File: config.mk
export PLATFORM = sky130hd
export DESIGN_NAME = sparse_matrix_multiply
export DESIGN_NICKNAME = d
export VERILOG_FILES = /design/src/rtl/core/smm_pkg.sv /design/src/rtl/core/sparse_matrix_multiply.sv /design/src/rtl/core/smm_queue.sv /design/src/rtl/core/smm_front.sv /design/src/rtl/core/smm_back.sv
export SDC_FILE = /design/constraint.sdc
export NUM_CORES = 2
export LEC_CHECK = 0
export ABC_CLOCK_PERIOD_IN_PS = 18850
export BUFFER_PORTS_ARGS = -buffer_cell sky130_fd_sc_hd__buf_2
export CAP_MARGIN = 20
export CORE_ASPECT_RATIO = 0.7
export CORE_MARGIN = 3
export CORE_UTILIZATION = 45
export CTS_CLUSTER_SIZE = 28
export DETAILED_ROUTE_END_ITERATION = 16
export SYNTH_ARGS = -nofsm -noshare
export SYNTH_HDL_FRONTEND = slang
export SYNTH_HIERARCHICAL = 1
export SYNTH_SLANG_ARGS = --single-unit
File: constraint.sdc
create_clock -name i_clk -period 18.85 [get_ports i_clk]
set_input_delay 3.77 -clock i_clk [delete_from_list [all_inputs] [get_ports i_clk]]
set_output_delay 3.77 -clock i_clk [all_outputs]
set_load 0.01 [all_outputs]
File: src/rtl/core/smm_pkg.sv
// Shared types and constants of the sparse matrix multiplier.
package smm_pkg;

    localparam int IDX_W   = 3;   // row and column index width
    localparam int DIM_W   = 4;   // size register width
    localparam int VAL_W   = 16;  // input element width
    localparam int ELEM_W  = 15;  // stored element width, positive values only
    localparam int PROD_W  = 30;  // one element product
    localparam int SUM_W   = 33;  // sum of up to eight products
    localparam int Q_DEPTH = 2;   // command queue depth, a power of two
    localparam int Q_PW    = 1;   // command queue pointer width

    // Register indexes on the configuration port.
    localparam logic [1:0] REG_ROWS_A = 2'd0;
    localparam logic [1:0] REG_COLS_A = 2'd1;
    localparam logic [1:0] REG_ROWS_B = 2'd2;
    localparam logic [1:0] REG_COLS_B = 2'd3;

    typedef enum logic [1:0] {
        MODE_CLEAR   = 2'd0,
        MODE_WR_A    = 2'd1,
        MODE_WR_B    = 2'd2,
        MODE_COMPUTE = 2'd3
    } t_mode;

    typedef enum logic [1:0] {
        STAT_OK       = 2'd0,
        STAT_EMPTY    = 2'd1,
        STAT_MISMATCH = 2'd2
    } t_status;

    typedef enum logic [2:0] {
        CMD_CLEAR,
        CMD_WR_A,
        CMD_WR_B,
        CMD_COMPUTE,
        CMD_MISMATCH
    } t_cmd_kind;

    typedef struct packed {
        t_cmd_kind          kind;
        logic [IDX_W-1:0]   row;
        logic [IDX_W-1:0]   col;
        logic [ELEM_W-1:0]  data;
    } t_cmd;

    typedef struct packed {
        logic [DIM_W-1:0] rows_a;
        logic [DIM_W-1:0] cols_a;
        logic [DIM_W-1:0] rows_b;
        logic [DIM_W-1:0] cols_b;
    } t_cfg;

    // Loop bounds of a compute run, each one less than the effective size.
    typedef struct packed {
        logic [IDX_W-1:0] ma_m1;
        logic [IDX_W-1:0] na_m1;
        logic [IDX_W-1:0] nb_m1;
    } t_dims;

    typedef enum logic [1:0] {
        S_IDLE,
        S_RUN,
        S_DRAIN,
        S_FINISH
    } t_state;

endpackage

File: src/rtl/core/sparse_matrix_multiply.sv
// Top level of the sparse matrix multiplier: configuration registers and stream ports.
//
//  Channel   Direction  Handshake                    Carries
//  s_axis    in         s_axis_tvalid/s_axis_tready  mode in tuser; row, col, value in tdata
//  m_axis    out        m_axis_tvalid/m_axis_tready  status in tuser; entry in tdata; tlast
//  APB       in/out     psel, penable, pready        rows_a, cols_a, rows_b, cols_b
//
// A clear or element write transfer is carried out as soon as it reaches the idle back end.
// A compute transfer walks rows_a * cols_a * cols_b products of the effective sizes on
// the one shared multiply-accumulate pipeline, then drains it and reports the result;
// the stores have one read port each.
// Reset is synchronous and active low; it empties both stores by clearing their per-entry
// valid bits, so no clearing pass is needed.
// The front end keeps taking transfers into a two-entry command queue while the back end
// is busy or a finished result waits on m_axis_tready, until the queue and its own register fill.
module sparse_matrix_multiply #(
    parameter int MAX_DIM = 8
) (
    input  logic         i_clk,
    input  logic         i_rst_n,
    // Input stream.
    input  logic         s_axis_tvalid,
    output logic         s_axis_tready,
    input  logic [23:0]  s_axis_tdata,   // row[2:0], col[5:3], value[21:6], zero pad
    input  logic [1:0]   s_axis_tuser,   // mode[1:0]
    // Result stream.
    output logic         m_axis_tvalid,
    input  logic         m_axis_tready,
    output logic [39:0]  m_axis_tdata,   // out_row[2:0], out_col[5:3], product[38:6], zero
    output logic [1:0]   m_axis_tuser,   // status[1:0]
    output logic         m_axis_tlast,
    // Configuration port.
    input  logic         psel,
    input  logic         penable,
    input  logic         pwrite,
    input  logic [3:0]   paddr,
    input  logic [31:0]  pwdata,
    output logic [31:0]  prdata,
    output logic         pready
);
    import smm_pkg::*;

    t_cfg               r_cfg;
    t_dims              dims;
    logic               push, q_ready, q_valid, q_pop;
    t_cmd               f_cmd, q_cmd;
    logic [IDX_W-1:0]   out_row, out_col;
    logic [SUM_W-1:0]   product;
    t_status            status;

    // Registers sit at word addresses; the low address bits are ignored.
    assign pready = 1'b1;

    always_ff @(posedge i_clk) begin
        if (!i_rst_n) begin
            r_cfg.rows_a <= DIM_W'(8);
            r_cfg.cols_a <= DIM_W'(8);
            r_cfg.rows_b <= DIM_W'(8);
            r_cfg.cols_b <= DIM_W'(8);
        end else if (psel && penable && pwrite && pready) begin
            case (paddr[3:2])
                REG_ROWS_A: r_cfg.rows_a <= pwdata[DIM_W-1:0];
                REG_COLS_A: r_cfg.cols_a <= pwdata[DIM_W-1:0];
                REG_ROWS_B: r_cfg.rows_b <= pwdata[DIM_W-1:0];
                REG_COLS_B: r_cfg.cols_b <= pwdata[DIM_W-1:0];
                default: ;
            endcase
        end
    end

    always_comb begin
        case (paddr[3:2])
            REG_ROWS_A: prdata = 32'(r_cfg.rows_a);
            REG_COLS_A: prdata = 32'(r_cfg.cols_a);
            REG_ROWS_B: prdata = 32'(r_cfg.rows_b);
            REG_COLS_B: prdata = 32'(r_cfg.cols_b);
            default:    prdata = '0;
        endcase
    end

    // The front end classifies each transfer against the current sizes.
    smm_front #(
        .MAX_DIM (MAX_DIM)
    ) u_front (
        .i_clk     (i_clk),
        .i_rst_n   (i_rst_n),
        .i_cfg     (r_cfg),
        .i_valid   (s_axis_tvalid),
        .o_ready   (s_axis_tready),
        .i_mode    (t_mode'(s_axis_tuser)),
        .i_row     (s_axis_tdata[2:0]),
        .i_col     (s_axis_tdata[5:3]),
        .i_value   (s_axis_tdata[21:6]),
        .o_dims    (dims),
        .o_push    (push),
        .o_cmd     (f_cmd),
        .i_q_ready (q_ready)
    );

    smm_queue u_queue (
        .i_clk   (i_clk),
        .i_rst_n (i_rst_n),
        .i_push  (push),
        .i_cmd   (f_cmd),
        .o_ready (q_ready),
        .o_valid (q_valid),
        .o_cmd   (q_cmd),
        .i_pop   (q_pop)
    );

    // The back end owns the stores, walks the products and drives the result register.
    smm_back #(
        .MAX_DIM (MAX_DIM)
    ) u_back (
        .i_clk       (i_clk),
        .i_rst_n     (i_rst_n),
        .i_q_valid   (q_valid),
        .i_q_cmd     (q_cmd),
        .o_q_pop     (q_pop),
        .i_dims      (dims),
        .o_out_valid (m_axis_tvalid),
        .i_out_ready (m_axis_tready),
        .o_out_row   (out_row),
        .o_out_col   (out_col),
        .o_product   (product),
        .o_last      (m_axis_tlast),
        .o_status    (status)
    );

    assign m_axis_tdata = {1'b0, product, out_col, out_row};
    assign m_axis_tuser = status;

endmodule

File: src/rtl/core/smm_queue.sv
// Short command queue between the front and the back of the multiplier.
module smm_queue (
    input  logic          i_clk,
    input  logic          i_rst_n,
    input  logic          i_push,
    input  smm_pkg::t_cmd i_cmd,
    output logic          o_ready,
    output logic          o_valid,
    output smm_pkg::t_cmd o_cmd,
    input  logic          i_pop
);
    import smm_pkg::*;

    t_cmd              r_mem [Q_DEPTH];
    logic [Q_PW-1:0]   r_wr_ptr;
    logic [Q_PW-1:0]   r_rd_ptr;
    logic [Q_PW:0]     r_count;
    logic              do_push;
    logic              do_pop;

    assign o_ready = (r_count != (Q_PW+1)'(Q_DEPTH));
    assign o_valid = (r_count != '0);
    assign o_cmd   = r_mem[r_rd_ptr];
    assign do_push = i_push && o_ready;
    assign do_pop  = i_pop && o_valid;

    always_ff @(posedge i_clk) begin
        if (!i_rst_n) begin
            r_wr_ptr <= '0;
            r_rd_ptr <= '0;
            r_count  <= '0;
        end else begin
            if (do_push) r_wr_ptr <= r_wr_ptr + 1'b1;
            if (do_pop) r_rd_ptr <= r_rd_ptr + 1'b1;
            if (do_push && !do_pop) r_count <= r_count + 1'b1;
            else if (do_pop && !do_push) r_count <= r_count - 1'b1;
        end
    end

    always_ff @(posedge i_clk) begin
        if (do_push) r_mem[r_wr_ptr] <= i_cmd;
    end

endmodule

File: src/rtl/core/smm_front.sv
// Front end: takes input items, checks them against the sizes and forms commands.
module smm_front #(
    parameter int MAX_DIM = 8
) (
    input  logic                       i_clk,
    input  logic                       i_rst_n,
    input  smm_pkg::t_cfg              i_cfg,
    input  logic                       i_valid,
    output logic                       o_ready,
    input  smm_pkg::t_mode             i_mode,
    input  logic [smm_pkg::IDX_W-1:0]  i_row,
    input  logic [smm_pkg::IDX_W-1:0]  i_col,
    input  logic [smm_pkg::VAL_W-1:0]  i_value,
    output smm_pkg::t_dims             o_dims,
    output logic                       o_push,
    output smm_pkg::t_cmd              o_cmd,
    input  logic                       i_q_ready
);
    import smm_pkg::*;

    function automatic logic [DIM_W-1:0] eff_dim(input logic [DIM_W-1:0] r);
        logic [DIM_W-1:0] e;
        e = r;
        if (r == '0) e = DIM_W'(1);
        else if (32'(r) > MAX_DIM) e = DIM_W'(MAX_DIM);
        return e;
    endfunction

    logic [DIM_W-1:0] ma, na, mb, nb;
    logic             accept;
    logic             keep;
    t_cmd             n_cmd;
    logic             r_v;
    t_cmd             r_cmd;

    assign ma = eff_dim(i_cfg.rows_a);
    assign na = eff_dim(i_cfg.cols_a);
    assign mb = eff_dim(i_cfg.rows_b);
    assign nb = eff_dim(i_cfg.cols_b);

    assign o_dims.ma_m1 = ma[IDX_W-1:0] - 1'b1;
    assign o_dims.na_m1 = na[IDX_W-1:0] - 1'b1;
    assign o_dims.nb_m1 = nb[IDX_W-1:0] - 1'b1;

    assign o_ready = !r_v || i_q_ready;
    assign accept  = i_valid && o_ready;
    assign o_push  = r_v;
    assign o_cmd   = r_cmd;

    // Writes outside the current sizes are dropped here and never reach the back.
    always_comb begin
        n_cmd.row  = i_row;
        n_cmd.col  = i_col;
        n_cmd.data = i_value[VAL_W-1] ? '0 : i_value[ELEM_W-1:0];
        n_cmd.kind = CMD_CLEAR;
        keep       = 1'b1;
        case (i_mode)
            MODE_CLEAR: n_cmd.kind = CMD_CLEAR;
            MODE_WR_A: begin
                n_cmd.kind = CMD_WR_A;
                keep = (DIM_W'(i_row) < ma) && (DIM_W'(i_col) < na);
            end
            MODE_WR_B: begin
                n_cmd.kind = CMD_WR_B;
                keep = (DIM_W'(i_row) < mb) && (DIM_W'(i_col) < nb);
            end
            MODE_COMPUTE: n_cmd.kind = (na != mb) ? CMD_MISMATCH : CMD_COMPUTE;
            default: keep = 1'b0;
        endcase
    end

    always_ff @(posedge i_clk) begin
        if (!i_rst_n) begin
            r_v <= 1'b0;
        end else if (accept) begin
            r_v <= keep;
        end else if (i_q_ready) begin
            r_v <= 1'b0;
        end
    end

    always_ff @(posedge i_clk) begin
        if (accept) r_cmd <= n_cmd;
    end

endmodule

File: src/rtl/core/smm_back.sv
// Back end: element stores, multiply-accumulate pipeline and result sequencing.
module smm_back #(
    parameter int MAX_DIM = 8
) (
    input  logic                       i_clk,
    input  logic                       i_rst_n,
    input  logic                       i_q_valid,
    input  smm_pkg::t_cmd              i_q_cmd,
    output logic                       o_q_pop,
    input  smm_pkg::t_dims             i_dims,
    output logic                       o_out_valid,
    input  logic                       i_out_ready,
    output logic [smm_pkg::IDX_W-1:0]  o_out_row,
    output logic [smm_pkg::IDX_W-1:0]  o_out_col,
    output logic [smm_pkg::SUM_W-1:0]  o_product,
    output logic                       o_last,
    output smm_pkg::t_status           o_status
);
    import smm_pkg::*;

    localparam int DEPTH = MAX_DIM * MAX_DIM;
    localparam int AW    = (DEPTH > 1) ? $clog2(DEPTH) : 1;

    function automatic logic [AW-1:0] cell_addr(input logic [IDX_W-1:0] r,
                                                input logic [IDX_W-1:0] c);
        logic [31:0] t;
        t = 32'(r) * 32'(MAX_DIM) + 32'(c);
        return t[AW-1:0];
    endfunction

    t_state             r_state, n_state;
    logic [ELEM_W-1:0]  r_mem_a [DEPTH];
    logic [ELEM_W-1:0]  r_mem_b [DEPTH];
    logic [DEPTH-1:0]   r_a_vld;
    logic [DEPTH-1:0]   r_b_vld;

    logic               clr, wr_a, wr_b, start, out_ld, fin;
    logic               issue, last_issue, adv, out_free, cmp, push_held;
    logic [AW-1:0]      w_addr, rd_addr_a, rd_addr_b;

    logic [IDX_W-1:0]   r_i, r_j, r_k;

    // Stage 1: store read data.
    logic               r_v1, r_first1, r_lastk1;
    logic [IDX_W-1:0]   r_i1, r_j1;
    logic [ELEM_W-1:0]  r_rd_a, r_rd_b;
    logic               r_a_ok, r_b_ok;
    // Stage 2: product.
    logic               r_v2, r_first2, r_lastk2;
    logic [IDX_W-1:0]   r_i2, r_j2;
    logic [PROD_W-1:0]  r_prod;
    // Stage 3: running sum.
    logic               r_v3, r_done3;
    logic [IDX_W-1:0]   r_i3, r_j3;
    logic [SUM_W-1:0]   r_acc;

    logic               r_held_v;
    logic [IDX_W-1:0]   r_held_row, r_held_col;
    logic [SUM_W-1:0]   r_held_sum;

    logic               r_out_v;
    logic [IDX_W-1:0]   n_row, n_col;
    logic [SUM_W-1:0]   n_sum;
    logic               n_last;
    t_status            n_stat;

    logic [ELEM_W-1:0]  op_a, op_b;

    assign w_addr     = cell_addr(i_q_cmd.row, i_q_cmd.col);
    assign rd_addr_a  = cell_addr(r_i, r_k);
    assign rd_addr_b  = cell_addr(r_k, r_j);
    assign issue      = (r_state == S_RUN);
    assign last_issue = (r_k == i_dims.na_m1) && (r_i == i_dims.ma_m1)
                        && (r_j == i_dims.nb_m1);
    assign out_free   = !r_out_v || i_out_ready;

    // A finished nonzero entry is held back until the next one or the end of the run, so the final one can be marked.
    assign cmp       = r_v3 && r_done3 && (r_acc != '0);
    assign push_held = cmp && r_held_v && out_free;
    assign adv       = !(cmp && r_held_v && !out_free);

    always_ff @(posedge i_clk) begin
        if (!i_rst_n) r_state <= S_IDLE;
        else r_state <= n_state;
    end

    always_comb begin
        n_state = r_state;
        o_q_pop = 1'b0;
        clr     = 1'b0;
        wr_a    = 1'b0;
        wr_b    = 1'b0;
        start   = 1'b0;
        out_ld  = 1'b0;
        fin     = 1'b0;
        n_row   = r_held_row;
        n_col   = r_held_col;
        n_sum   = r_held_sum;
        n_last  = 1'b0;
        n_stat  = STAT_OK;
        case (r_state)
            S_IDLE: begin
                if (i_q_valid) begin
                    case (i_q_cmd.kind)
                        CMD_CLEAR: begin
                            clr     = 1'b1;
                            o_q_pop = 1'b1;
                        end
                        CMD_WR_A: begin
                            wr_a    = 1'b1;
                            o_q_pop = 1'b1;
                        end
                        CMD_WR_B: begin
                            wr_b    = 1'b1;
                            o_q_pop = 1'b1;
                        end
                        CMD_COMPUTE: begin
                            start   = 1'b1;
                            o_q_pop = 1'b1;
                            n_state = S_RUN;
                        end
                        CMD_MISMATCH: begin
                            if (out_free) begin
                                o_q_pop = 1'b1;
                                out_ld  = 1'b1;
                                n_row   = '0;
                                n_col   = '0;
                                n_sum   = '0;
                                n_last  = 1'b1;
                                n_stat  = STAT_MISMATCH;
                            end
                        end
                        default: o_q_pop = 1'b1;
                    endcase
                end
            end
            S_RUN: begin
                if (adv && last_issue) n_state = S_DRAIN;
            end
            S_DRAIN: begin
                if (!r_v1 && !r_v2 && !r_v3) n_state = S_FINISH;
            end
            S_FINISH: begin
                if (out_free) begin
                    fin     = 1'b1;
                    out_ld  = 1'b1;
                    n_last  = 1'b1;
                    n_state = S_IDLE;
                    if (!r_held_v) begin
                        n_row  = '0;
                        n_col  = '0;
                        n_sum  = '0;
                        n_stat = STAT_EMPTY;
                    end
                end
            end
            default: n_state = S_IDLE;
        endcase
        if (push_held) out_ld = 1'b1;
    end

    // Element stores; an entry without its valid bit reads as zero.
    always_ff @(posedge i_clk) begin
        if (wr_a) r_mem_a[w_addr] <= i_q_cmd.data;
        if (adv) r_rd_a <= r_mem_a[rd_addr_a];
    end

    always_ff @(posedge i_clk) begin
        if (wr_b) r_mem_b[w_addr] <= i_q_cmd.data;
        if (adv) r_rd_b <= r_mem_b[rd_addr_b];
    end

    always_ff @(posedge i_clk) begin
        if (!i_rst_n || clr) begin
            r_a_vld <= '0;
            r_b_vld <= '0;
        end else begin
            if (wr_a) r_a_vld[w_addr] <= 1'b1;
            if (wr_b) r_b_vld[w_addr] <= 1'b1;
        end
    end

    // Loop counters: k innermost, then rows, then columns.
    always_ff @(posedge i_clk) begin
        if (start) begin
            r_i <= '0;
            r_j <= '0;
            r_k <= '0;
        end else if (issue && adv) begin
            if (r_k == i_dims.na_m1) begin
                r_k <= '0;
                if (r_i == i_dims.ma_m1) begin
                    r_i <= '0;
                    r_j <= r_j + 1'b1;
                end else begin
                    r_i <= r_i + 1'b1;
                end
            end else begin
                r_k <= r_k + 1'b1;
            end
        end
    end

    always_ff @(posedge i_clk) begin
        if (!i_rst_n) begin
            r_v1 <= 1'b0;
            r_v2 <= 1'b0;
            r_v3 <= 1'b0;
        end else if (adv) begin
            r_v1 <= issue;
            r_v2 <= r_v1;
            r_v3 <= r_v2;
        end
    end

    assign op_a = r_a_ok ? r_rd_a : '0;
    assign op_b = r_b_ok ? r_rd_b : '0;

    always_ff @(posedge i_clk) begin
        if (adv) begin
            r_first1 <= (r_k == '0);
            r_lastk1 <= (r_k == i_dims.na_m1);
            r_i1     <= r_i;
            r_j1     <= r_j;
            r_a_ok   <= r_a_vld[rd_addr_a];
            r_b_ok   <= r_b_vld[rd_addr_b];
            r_first2 <= r_first1;
            r_lastk2 <= r_lastk1;
            r_i2     <= r_i1;
            r_j2     <= r_j1;
            r_prod   <= PROD_W'(op_a) * PROD_W'(op_b);
            r_done3  <= r_lastk2;
            r_i3     <= r_i2;
            r_j3     <= r_j2;
            if (r_v2) r_acc <= r_first2 ? SUM_W'(r_prod) : r_acc + SUM_W'(r_prod);
        end
    end

    always_ff @(posedge i_clk) begin
        if (!i_rst_n) begin
            r_held_v <= 1'b0;
        end else if (cmp && adv) begin
            r_held_v <= 1'b1;
        end else if (fin) begin
            r_held_v <= 1'b0;
        end
    end

    always_ff @(posedge i_clk) begin
        if (cmp && adv) begin
            r_held_row <= r_i3;
            r_held_col <= r_j3;
            r_held_sum <= r_acc;
        end
    end

    always_ff @(posedge i_clk) begin
        if (!i_rst_n) begin
            r_out_v <= 1'b0;
        end else if (out_ld) begin
            r_out_v <= 1'b1;
        end else if (i_out_ready) begin
            r_out_v <= 1'b0;
        end
    end

    always_ff @(posedge i_clk) begin
        if (out_ld) begin
            o_out_row <= n_row;
            o_out_col <= n_col;
            o_product <= n_sum;
            o_last    <= n_last;
            o_status  <= n_stat;
        end
    end

    assign o_out_valid = r_out_v;

endmodule

==> results.cfg <==
[status]
run_status = completed

[drt]
wirelength_mm = 241
vias = 49353
first_iter_violations = 5648
first_pass_iters = 7
drtAntennaViolNets = 0
drc = 0
avgRoutedWirePerCell_microns = 28.6
via_per_inst = 5.85

[timing]
hold_viol_final = 0
worst_pin_slew_ns = 1.16
max_freq_ghz = 0.117
rsz0062_at_grt = no
setup-violations-final = 0
hold_ws_ns = 0.390
period_needed_ns = 8.57
final.setup_skew_ns = 0.0756
final_max_slew_viol_count = 0
setup_ws_ns = 10.28
setup_tns_ns = 0
min_period_over_period_pct = 45.5
max-slew-margin-rel_pct = 22.8

[synth]
synth_top_cells_by_area = edfxtp_1 (67%), mux4_2 (15%), fa_1 (3.4%)
yosysTopAreaCell = edfxtp_1
ys_async_sr_fraction_pct = 0
syn_area_sq_um = 98900
synthFlopType = edfxtp_1
yosysSeqAreaShare_pct = 69.9
yosysMostFrequentCell = edfxtp_1
avgSynthCellArea_sq_um = 19.4
synth_top_area_share_pct = 66.5
ys_warn_count = 6
synth_cell_types = 93
ys_seq_elements = 2357
synth_edf_count = 2191
postSynthCellCount = 5097
synth_commonest_cells = edfxtp_1 (2191), mux4_2 (676), nor2_1 (308)

[critical_path]
required_ns = 15.08
reg2reg_setup_slack_ns = 11.72
critPathKind = in2out
start_kind = input port
end_kind = output pin
crit_fanout = 8
cp_data_arrival_time_ns = 4.80

[floorplan]
start_util_pct = 45.4
die_h_microns = 398
dieWidth_microns = 566
fp-row-count = 143
ios = 147
dieArea_sq_um = 226000
core_sq_um = 218000

[clocking]
cts_buffers = 222
cts_root_buf = clkbuf_16
clk_pin_slew_worst_paths_ns = 0.06
clk_latency_ns = 0.87
cts_resized = 0
ctsHtreeMaxLevel = 4
post_cts_buffers = 0
clock-sinks = 2357
cts_hold_buffers = 0
clock_path_buffers = 4
cts_tree = built

[global_route]
grt_pass1_wl_mm = 353
grt_max_degree = 120
grt_pass1_vias = 49008
overflow = 0
grt_usage_pct = 21.4
antenna_found_initial = 15

[finish]
syn2layout_area_growth_pct = 11.6
design_area_sq_um = 110000
multi_input_area_sq_um = 28000
fillers = 17382
final_util_pct = 50.7
final_cells = 8431
nets = 5733
drive_gt1_share_pct = 24.7
ff_latch_area_sq_um = 69100

[place]
place_area_sq_um = 103000
dp_hpwl_mm = 149
port_buffers = 84
globalplace.congestion = 0.871
pre_cts_ws_ns = 10.26
placed_cells = 8019

[pwr]
vdd_ir_drop_max_mv = 0.0833
p_per_area_nw_per_um2 = 115
total_power_mw = 12.7
p_leak_nw = 36.2

[flow_run]
drv_cap = 0

[hold_path]
hold_class = reg2reg
-- sequential cells by signal, summed over array words and instances (netlist names), 24 cells and up, named ones only --
register and cells:
u_back/r_a_vld 64, u_back/r_prod 30, u_front/o_cmd 24, u_back/r_acc 33, u_back/r_mem_a 960, u_back/o_product 33
u_back/r_mem_b 960, u_back/r_held_sum 33, u_back/r_b_vld 64, u_queue/r_mem 48
-- cell usage in the layout (no fill, tap or decap), types with 73 or more instances in the layout --
cell type,instances
dfxtp_1,158
clkbuf_16,225
mux4_2,676
buf_4,172
ha_1,147
nand2_1,208
o21a_1,136
nor2_1,260
buf_2,84
edfxtp_1,2191
inv_1,222
fa_1,168
and2_1,73
-- routing by layer --
| layer | vias to the layer above | track usage (%) | share of wire, % |
|---|---|---|---|
| li1 | 20661 | - | - |
| met1 | 26409 | 34.4 | 46 |
| met2 | 2007 | 30.6 | 43 |
| met3 | 276 | 4.14 | 8.7 |
| met4 | 0 | 4.24 | 1.8 |
| met5 | - | 0 | 0 |
-- final timing paths --
| check | cells after the start | endpoint | from |
|---|---|---|---|
| worst max-delay path | 3 | prdata[3] | paddr[2] |
| worst min-delay path | 0 | u_back/r_i3[2] | u_back/r_i2[2] |
| worst max register to register | 22 | u_back/r_prod[29] | u_back/r_a_ok |
| worst min register to register | 0 | u_back/r_i3[2] | u_back/r_i2[2] |
-- power breakdown --
part	switching (mW)	leakage [nW]	internal, mW
clock network	1.89	3.34	2.38
registers	0.121	21.3	6.17
logic	1.34	11.5	0.817
-- critical path, stage by stage --
cell and delay, ns:
buf_2 0.28, mux4_2 0.56, buf_2 0.18
-- cells by family (layout without fill, tap and decap cells) --
| group | Yosys count | count (layout) | synth area share, % |
|---|---|---|---|
| flops | 2357 | 2357 | 69.9 |
| simple gates | 784 | 784 | 3.67 |
| mux | 726 | 726 | 15.9 |
| buf+inv | 496 | 897 | 2.18 |
| compound gates | 352 | 352 | 2.51 |
| fa+ha+maj | 315 | 315 | 5.26 |
| xor+xnor | 65 | 65 | 0.575 |
| other cells | 2 | 35 | 0.00759 |
-- cell type report --
| cell class | count | share of cell area, % |
|---|---|---|
| flip-flops and latches | 2357 | 62.6 |
| multi-input cells | 2272 | 25.3 |
| clock buffers | 287 | 5.40 |
| well taps | 2900 | 3.29 |
| repair buffers | 273 | 1.85 |
| clock inverters | 114 | 0.775 |
| inverters | 223 | 0.760 |
| diodes | 5 | 0.0113 |
Power figures use the tool's default switching activity.
